## src/rtl/vcee_pkg.sv

```systemverilog
// ----------------------------------------------------------------------------
// Void and cluster energy engine package
// Grid limits, field widths, command encoding and mode codes.
// ----------------------------------------------------------------------------
package vcee_pkg;

    localparam int MAX_WIDTH  = 32;
    localparam int MAX_HEIGHT = 32;
    localparam int MAX_DEPTH  = 4;

    localparam int XW      = 5;
    localparam int YW      = 5;
    localparam int ZW      = 2;
    localparam int DIM_W   = 6;
    localparam int DEPTH_W = 3;
    localparam int KW      = 17;
    localparam int EW      = 32;

    localparam int ADDR_W   = ZW + YW + XW;
    localparam int E_DEPTH  = 1 << ADDR_W;
    localparam int KADDR_W  = YW + XW;
    localparam int SK_DEPTH = 1 << KADDR_W;
    localparam int TK_DEPTH = 1 << ZW;

    typedef enum logic [1:0] {
        MODE_KSPAT = 2'd0,
        MODE_KTEMP = 2'd1,
        MODE_SET   = 2'd2,
        MODE_CLEAR = 2'd3
    } mode_t;

    typedef enum logic [1:0] {
        REG_GRID_WIDTH  = 2'd0,
        REG_GRID_HEIGHT = 2'd1,
        REG_GRID_DEPTH  = 2'd2
    } reg_idx_t;

    typedef enum logic [2:0] {
        CMD_NOP,
        CMD_CLEAR,
        CMD_KSPAT,
        CMD_KTEMP,
        CMD_SETBIT,
        CMD_SPLAT,
        CMD_TEMPO,
        CMD_SCAN
    } cmd_kind_t;

    typedef struct packed {
        cmd_kind_t           kind;
        logic                sub;
        logic                first;
        logic                bitval;
        logic [ADDR_W-1:0]   addr;
        logic [KADDR_W-1:0]  kaddr;
        logic [ZW-1:0]       oz;
        logic [KW-1:0]       kdata;
    } cmd_t;

endpackage

```

## src/rtl/vcee_ctrl.sv

```systemverilog
// ----------------------------------------------------------------------------
// Void and cluster energy engine controller
// Sequences clearing, kernel writes, splats and the extreme scan.
// ----------------------------------------------------------------------------
module vcee_ctrl (
    input  logic                         clk,
    input  logic                         rst_n,
    input  logic [vcee_pkg::DIM_W-1:0]   grid_width,
    input  logic [vcee_pkg::DIM_W-1:0]   grid_height,
    input  logic [vcee_pkg::DEPTH_W-1:0] grid_depth,
    input  logic                         in_valid,
    output logic                         in_stall,
    input  logic [1:0]                   mode,
    input  logic [vcee_pkg::XW-1:0]      pos_x,
    input  logic [vcee_pkg::YW-1:0]      pos_y,
    input  logic [vcee_pkg::ZW-1:0]      pos_z,
    input  logic [vcee_pkg::KW-1:0]      kernel_value,
    output logic                         out_valid,
    input  logic                         out_stall,
    output vcee_pkg::cmd_t               cmd,
    output logic                         res_load
);

    typedef enum logic [3:0] {
        ST_CLR, ST_IDLE, ST_SPL, ST_GAP_T, ST_TMP, ST_GAP_S, ST_SCN, ST_DR1, ST_DR2, ST_FIN
    } state_t;

    state_t                          state_reg;
    vcee_pkg::cmd_t                  cmd_reg;
    logic                            out_valid_reg;
    logic [vcee_pkg::ADDR_W-1:0]     clr_reg;
    logic [vcee_pkg::XW-1:0]         sx_reg, tx_reg, ox_reg;
    logic [vcee_pkg::YW-1:0]         sy_reg, ty_reg, oy_reg;
    logic [vcee_pkg::ZW-1:0]         sz_reg, tz_reg, oz_reg;
    logic                            sub_reg;
    logic                            first_reg;

    logic [vcee_pkg::DIM_W-1:0]      w, h, w_m1, h_m1, ox0_full, oy0_full;
    logic [vcee_pkg::DEPTH_W-1:0]    d, d_m1;
    logic [vcee_pkg::XW-1:0]         ox0, ox_inc;
    logic [vcee_pkg::YW-1:0]         oy0, oy_inc;
    logic [vcee_pkg::ZW-1:0]         tz_inc, sz_inc;
    logic                            x_last, y_last, z_last, oz_last;
    logic                            accept, in_grid;

    always_comb
    begin
        w = (grid_width == '0) ? vcee_pkg::DIM_W'(1) :
            ((grid_width > vcee_pkg::DIM_W'(vcee_pkg::MAX_WIDTH)) ?
             vcee_pkg::DIM_W'(vcee_pkg::MAX_WIDTH) : grid_width);
        h = (grid_height == '0) ? vcee_pkg::DIM_W'(1) :
            ((grid_height > vcee_pkg::DIM_W'(vcee_pkg::MAX_HEIGHT)) ?
             vcee_pkg::DIM_W'(vcee_pkg::MAX_HEIGHT) : grid_height);
        d = (grid_depth == '0) ? vcee_pkg::DEPTH_W'(1) :
            ((grid_depth > vcee_pkg::DEPTH_W'(vcee_pkg::MAX_DEPTH)) ?
             vcee_pkg::DEPTH_W'(vcee_pkg::MAX_DEPTH) : grid_depth);
        w_m1     = w - vcee_pkg::DIM_W'(1);
        h_m1     = h - vcee_pkg::DIM_W'(1);
        d_m1     = d - vcee_pkg::DEPTH_W'(1);
        ox0_full = w - {1'b0, sx_reg};
        oy0_full = h - {1'b0, sy_reg};
        ox0      = (sx_reg == '0) ? '0 : ox0_full[vcee_pkg::XW-1:0];
        oy0      = (sy_reg == '0) ? '0 : oy0_full[vcee_pkg::YW-1:0];
        ox_inc   = ({1'b0, ox_reg} == w_m1) ? '0 : ox_reg + vcee_pkg::XW'(1);
        oy_inc   = ({1'b0, oy_reg} == h_m1) ? '0 : oy_reg + vcee_pkg::YW'(1);
        tz_inc   = ({1'b0, tz_reg} == d_m1) ? '0 : tz_reg + vcee_pkg::ZW'(1);
        sz_inc   = ({1'b0, sz_reg} == d_m1) ? '0 : sz_reg + vcee_pkg::ZW'(1);
        x_last   = ({1'b0, tx_reg} == w_m1);
        y_last   = ({1'b0, ty_reg} == h_m1);
        z_last   = ({1'b0, tz_reg} == d_m1);
        oz_last  = ({1'b0, oz_reg} == d_m1);
        accept   = in_valid && (state_reg == ST_IDLE);
        in_grid  = ({1'b0, pos_x} < w) && ({1'b0, pos_y} < h) && ({1'b0, pos_z} < d);
    end

    assign in_stall  = (state_reg != ST_IDLE);
    assign out_valid = out_valid_reg;
    assign cmd       = cmd_reg;
    assign res_load  = (state_reg == ST_FIN) && (!out_valid_reg || !out_stall);

    always_ff @(posedge clk or negedge rst_n)
    begin
        if (!rst_n)
        begin
            state_reg     <= ST_CLR;
            cmd_reg       <= '0;
            out_valid_reg <= 1'b0;
            clr_reg       <= '0;
            sx_reg        <= '0;
            sy_reg        <= '0;
            sz_reg        <= '0;
            tx_reg        <= '0;
            ty_reg        <= '0;
            tz_reg        <= '0;
            ox_reg        <= '0;
            oy_reg        <= '0;
            oz_reg        <= '0;
            sub_reg       <= 1'b0;
            first_reg     <= 1'b0;
        end
        else
        begin
            cmd_reg      <= '0;
            cmd_reg.kind <= vcee_pkg::CMD_NOP;
            if (out_valid_reg && !out_stall)
            begin
                out_valid_reg <= 1'b0;
            end
            unique case (state_reg)
                ST_CLR:
                begin
                    cmd_reg.kind <= vcee_pkg::CMD_CLEAR;
                    cmd_reg.addr <= clr_reg;
                    clr_reg      <= clr_reg + vcee_pkg::ADDR_W'(1);
                    if (clr_reg == vcee_pkg::ADDR_W'(vcee_pkg::E_DEPTH - 1))
                    begin
                        state_reg <= ST_IDLE;
                    end
                end
                ST_IDLE:
                begin
                    if (accept)
                    begin
                        sx_reg    <= pos_x;
                        sy_reg    <= pos_y;
                        sz_reg    <= pos_z;
                        sub_reg   <= (mode == vcee_pkg::MODE_CLEAR);
                        tx_reg    <= '0;
                        ty_reg    <= '0;
                        state_reg <= ST_GAP_S;
                        unique case (mode)
                            vcee_pkg::MODE_KSPAT:
                            begin
                                if (({1'b0, pos_x} < vcee_pkg::DIM_W'(vcee_pkg::MAX_WIDTH)) &&
                                    ({1'b0, pos_y} < vcee_pkg::DIM_W'(vcee_pkg::MAX_HEIGHT)))
                                begin
                                    cmd_reg.kind <= vcee_pkg::CMD_KSPAT;
                                end
                                cmd_reg.kaddr <= {pos_y, pos_x};
                                cmd_reg.kdata <= kernel_value;
                            end
                            vcee_pkg::MODE_KTEMP:
                            begin
                                if ({1'b0, pos_z} < vcee_pkg::DEPTH_W'(vcee_pkg::MAX_DEPTH))
                                begin
                                    cmd_reg.kind <= vcee_pkg::CMD_KTEMP;
                                end
                                cmd_reg.oz    <= pos_z;
                                cmd_reg.kdata <= kernel_value;
                            end
                            default:
                            begin
                                if (in_grid)
                                begin
                                    cmd_reg.kind   <= vcee_pkg::CMD_SETBIT;
                                    cmd_reg.addr   <= {pos_z, pos_y, pos_x};
                                    cmd_reg.bitval <= (mode == vcee_pkg::MODE_SET);
                                    state_reg      <= ST_SPL;
                                end
                            end
                        endcase
                    end
                end
                ST_SPL:
                begin
                    if ((tx_reg == '0) && (ty_reg == '0))
                    begin
                        cmd_reg.kaddr <= {oy0, ox0};
                        ox_reg        <= (w == vcee_pkg::DIM_W'(1)) ? '0 :
                                         ((({1'b0, ox0}) == w_m1) ? '0 : ox0 + vcee_pkg::XW'(1));
                        oy_reg        <= oy0;
                    end
                    else
                    begin
                        cmd_reg.kaddr <= {oy_reg, ox_reg};
                        ox_reg        <= ox_inc;
                    end
                    cmd_reg.kind <= vcee_pkg::CMD_SPLAT;
                    cmd_reg.sub  <= sub_reg;
                    cmd_reg.addr <= {sz_reg, ty_reg, tx_reg};
                    if (x_last)
                    begin
                        tx_reg <= '0;
                        ox_reg <= ox0;
                        if ((tx_reg == '0) && (ty_reg == '0))
                        begin
                            oy_reg <= ({1'b0, oy0} == h_m1) ? '0 : oy0 + vcee_pkg::YW'(1);
                        end
                        else
                        begin
                            oy_reg <= oy_inc;
                        end
                        ty_reg <= ty_reg + vcee_pkg::YW'(1);
                        if (y_last)
                        begin
                            ty_reg    <= '0;
                            state_reg <= (d == vcee_pkg::DEPTH_W'(1)) ? ST_GAP_S : ST_GAP_T;
                        end
                    end
                    else
                    begin
                        tx_reg <= tx_reg + vcee_pkg::XW'(1);
                    end
                end
                ST_GAP_T:
                begin
                    tz_reg    <= sz_inc;
                    oz_reg    <= vcee_pkg::ZW'(1);
                    state_reg <= ST_TMP;
                end
                ST_TMP:
                begin
                    cmd_reg.kind <= vcee_pkg::CMD_TEMPO;
                    cmd_reg.sub  <= sub_reg;
                    cmd_reg.addr <= {tz_reg, sy_reg, sx_reg};
                    cmd_reg.oz   <= oz_reg;
                    tz_reg       <= tz_inc;
                    oz_reg       <= oz_reg + vcee_pkg::ZW'(1);
                    if (oz_last)
                    begin
                        state_reg <= ST_GAP_S;
                    end
                end
                ST_GAP_S:
                begin
                    tx_reg    <= '0;
                    ty_reg    <= '0;
                    tz_reg    <= '0;
                    first_reg <= 1'b1;
                    state_reg <= ST_SCN;
                end
                ST_SCN:
                begin
                    cmd_reg.kind  <= vcee_pkg::CMD_SCAN;
                    cmd_reg.first <= first_reg;
                    cmd_reg.addr  <= {tz_reg, ty_reg, tx_reg};
                    first_reg     <= 1'b0;
                    if (x_last)
                    begin
                        tx_reg <= '0;
                        if (y_last)
                        begin
                            ty_reg <= '0;
                            if (z_last)
                            begin
                                state_reg <= ST_DR1;
                            end
                            else
                            begin
                                tz_reg <= tz_reg + vcee_pkg::ZW'(1);
                            end
                        end
                        else
                        begin
                            ty_reg <= ty_reg + vcee_pkg::YW'(1);
                        end
                    end
                    else
                    begin
                        tx_reg <= tx_reg + vcee_pkg::XW'(1);
                    end
                end
                ST_DR1:
                begin
                    state_reg <= ST_DR2;
                end
                ST_DR2:
                begin
                    state_reg <= ST_FIN;
                end
                ST_FIN:
                begin
                    if (!out_valid_reg || !out_stall)
                    begin
                        out_valid_reg <= 1'b1;
                        state_reg     <= ST_IDLE;
                    end
                end
                default:
                begin
                    state_reg <= ST_IDLE;
                end
            endcase
        end
    end

endmodule

```

## config.mk

```make
export PLATFORM = sky130hd
export DESIGN_NAME = vcee_ctrl
export DESIGN_NICKNAME = d
export VERILOG_FILES = /design/src/rtl/vcee_pkg.sv /design/src/rtl/vcee_ctrl.sv
export SDC_FILE = /design/constraint.sdc
export NUM_CORES = 1
export LEC_CHECK = 0
export ABC_CLOCK_PERIOD_IN_PS = 2330
export BUFFER_PORTS_ARGS = -buffer_cell sky130_fd_sc_hd__clkbuf_2
export CAP_MARGIN = 20
export CORE_UTILIZATION = 35
export CTS_CLUSTER_SIZE = 28
export DETAILED_ROUTE_END_ITERATION = 8
export PLACE_DENSITY = 0.56
export SETUP_SLACK_MARGIN = 0.3
export SLEW_MARGIN = 30
export SYNTH_ARGS = -nofsm -noshare
export SYNTH_HDL_FRONTEND = slang
export SYNTH_SLANG_ARGS = --single-unit
```

## constraint.sdc

```tcl
create_clock -name clk -period 2.33 [get_ports clk]
set_input_delay 0.1165 -clock clk [delete_from_list [all_inputs] [get_ports clk]]
set_output_delay 0.1165 -clock clk [all_outputs]
set_load 0.02 [all_outputs]
```

==> metrics.txt <==
nets in the synthesized netlist 818; number of enable flip-flop cells after synthesis 0; Synth cell types 69; grt ovf 0; clock tree from TritonCTS built; Non-Filler Instances 1,236; final setup violation count 16; post-route DRC violation count 0; highest-delay cell along the critical path dfrtp_2; insertion delay of the later-clocked pin in the worst-skew pair 0.36 ns; antenna violations before repair 0; actual transition at the worst max-transition pin 0.546 ns; Async S/R FF share, synth 100%; RSZ-0062 raised after global routing true; critical path type reg -> reg; FMAX 387 MHz; hold slack final 0.0198 ns; synthesized area per cell 8.75 sq um; sequential share of power 23.9%; Mapped Area 6440 sq um; number of flip-flops under the largest register name 47; power density over cell area 1260 nW/um^2; cell count after synthesis 736; total placed cells including tap cells 1,166; switching power as a share of total power 43.0%; total track usage 22.1%; Post-DRT Antenna Nets 0; count of synthesis-stage warnings from yosys 0; setup slack of the worst register-to-register path -0.25 ns; synth top area cells dfrtp_1, ha_1, nand2_1, o21ai_0, xnor2_1; r2r endpoint ox_reg[1]; buffers added on ports 99; Max VDD drop 0.551 mV; portion of synthesized cell area occupied by the leading cell type 39.6%; average vias per placed instance 5.12; core area 18,000 sq um; floorplan row count 49; routed vias 6,330; detailed placer's ending HPWL 14,800 microns; required time of the critical path 2.57 ns; Final Max Slew Viols 0; Arrival @ worst endpoint 2.82 ns; Core Util, Final 52.9%; post-route worst setup slack -0.254 ns; Hold Fails Final Rpt 0; leading cell types by count after synthesis dfrtp_1, nand2_1, nor2_1; count of maximum capacitance violations 0; Die H 138 microns; ordered cell list for the critical path ha_4 > fa_2 > nand2b_4 > a21boi_2 > or3_4 > a2111o_1 > a21oi_2 > o22ai_2 > o311ai_4 > buf_4 > o31ai_4; top-level port count 100; source of the worst register-to-register timing path sx_reg[0]; most instantiated flip-flop cell in the synthesis netlist dfrtp_1; sink count of the clock tree 102; final routed wire length divided by cell count 16.4 microns; largest net degree at the start of global routing 45; clock buffers created by TritonCTS 9; total power of the final layout 12.0 mW; die area 18,900 sq um; share of the cycle needed by the critical path after routing 111%; violated checks negative setup slack; logic depth of the worst register-to-register path 11; Comb pwr share 61.5%; die width 138 microns; Worst-path clk slew 0.08 ns; beginning of the critical path sx_reg[0]; run status complete, but fails checks; antenna fix cells 0; clock root buffer clkbuf_16; first-pass GRT wire length 31,900 microns; skew final 0.0108 ns; detailed router's first-iteration violation count 338; number of global-route vias before repair 6,137; Initial Utilization 35.7%; crit-path max cell delay 0.45 ns; Internal Dissipation 6.87 mW; Critical Path Source Type flop; endpoint class of the critical path flop; area overhead of the layout relative to synthesis 48.1%; final weighted congestion in routability-driven placement 0.862; most used standard cell by instance count after synthesis dfrtp_1; clock network fraction of design power 14.6%; worst hold path type in -> reg; Psw 5.18 mW; wirelength, routed 20,300 microns; htree depth 3; capturing element of the worst setup path ox_reg[1]; cell leakage power 4.56 nW; count of nets after finishing 1,084; library cell with the largest summed area after synthesis dfrtp_1; detailed-router iteration count before antenna repair 9; maximum net fanout on the critical path 4; relative max-transition margin 63.6%; Yosys reg bits 102; buffer depth of the longest clock path 2; proportion of layout cells with a drive suffix above 1 38.2%; sequential cell area fraction in the yosys report 39.6%; min cycle time layout 2.58 ns
worst min-delay path by stage:
stage | from | end | slack [ns] | depth (start not counted)
after global routing | mode[0] | cmd[41] | 0.03 | 2
after floorplan | rst_n | clr_reg[0] | -0.18 | 0
after CTS | mode[0] | cmd[41] | 0.007 | 2
after global placement | rst_n | cmd[27] | 0.15 | 1
final | pos_x[0] | sx_reg[0] | 0.02 | 3
after detailed placement | rst_n | cmd[27] | 0.16 | 1
stage by stage:
stage	setup TNS, ns	setup slack, ns	instance area [sq um]
floorplan	-2.40	-0.339	6540
global route	-4.89	-0.372	9540
detailed placement	-11.78	-0.612	8210
finish	-1.87	-0.254	9540
CTS	-1.26	-0.190	9140
global placement	-10.23	-0.522	8210
placed cells by master (no fill, tap or decap), drive strengths merged, types with 3 or more instances in the layout:
cell type and n:
buf 171, clkbuf 104, dfrtp 102, nand2 100, nor2 62, o21ai 58
inv 38, a21oi 33, ha 30, xnor2 29, nor3 29, xor2 26
and2 21, dlygate4sd3 19, nand3 15, nand2b 15, a222oi 10, nand4 10
nor2b 9, a22o 7, o211ai 6, a211oi 6, nor4 6, o21a 5
and3 5, a22oi 5, a31oi 5, or3 5, or2 5, o31ai 5
a21o 4, mux2i 4, and4b 4, o21bai 4, o41ai 4, o31a 3
a31o 3, clkinv 3
metal layers:
layer	GRT usage [%]	vias to the layer above	wire, microns
met5	0	-	0
met4	6.17	0	356
met3	3.02	22	719
met2	36.3	163	9690
met1	30.3	3010	9520
li1	-	3135	-
what timing repair did:
item	in CTS	in global routing
setup endpoints to repair	32	58
pin swaps	37	34
gates resized for setup	71	60
hold buffers	19	0
endpoints found under the hold margin	58	0
buffers inserted	15	19
cloned	1	0
cell families (layout without fill, tap and decap cells):
family	count (synthesis)	in the layout	share of synthesized area [%]
multiplexers	5	5	0.797
AO/OA/AOI/OAI	180	180	18.9
AND/OR/NAND/NOR	294	294	22.1
flip-flops	102	102	39.6
buffers and inverters	67	338	4.10
adder cells (fa/ha/maj)	32	32	6.45
XOR/XNOR	56	56	7.95
power groups by stage:
stage	Combinational [mW]	Clock (mW)	Sequential [mW]
6_report	7.41	1.76	2.88
4_1_cts	6.68	1.81	2.84
2_1_floorplan	3.47	0	2.95
3_5_place_dp	6.08	0	2.87
5_1_grt	8.09	1.87	2.96
3_3_place_gp	6.07	0	2.86
cell type report:
cell class / count / area, sq um
inverters: 36 / 138
flip-flops and latches: 102 / 2560
well taps: 229 / 287
clock buffers: 9 / 225
repair buffers: 286 / 2100
multi-input cells: 567 / 4110
clock inverters: 7 / 124
fillers: 1666 / 8490
worst max-delay path: cells and delay by family, from the launching register on:
family / cells / cell delay [ns]
fa+ha+maj: 2 / 0.38
flops: 1 / 0.45
compound gates: 6 / 0.93
buf+inv: 1 / 0.18
simple gates: 2 / 0.52
No activity file was read; power rests on OpenSTA's default activity.
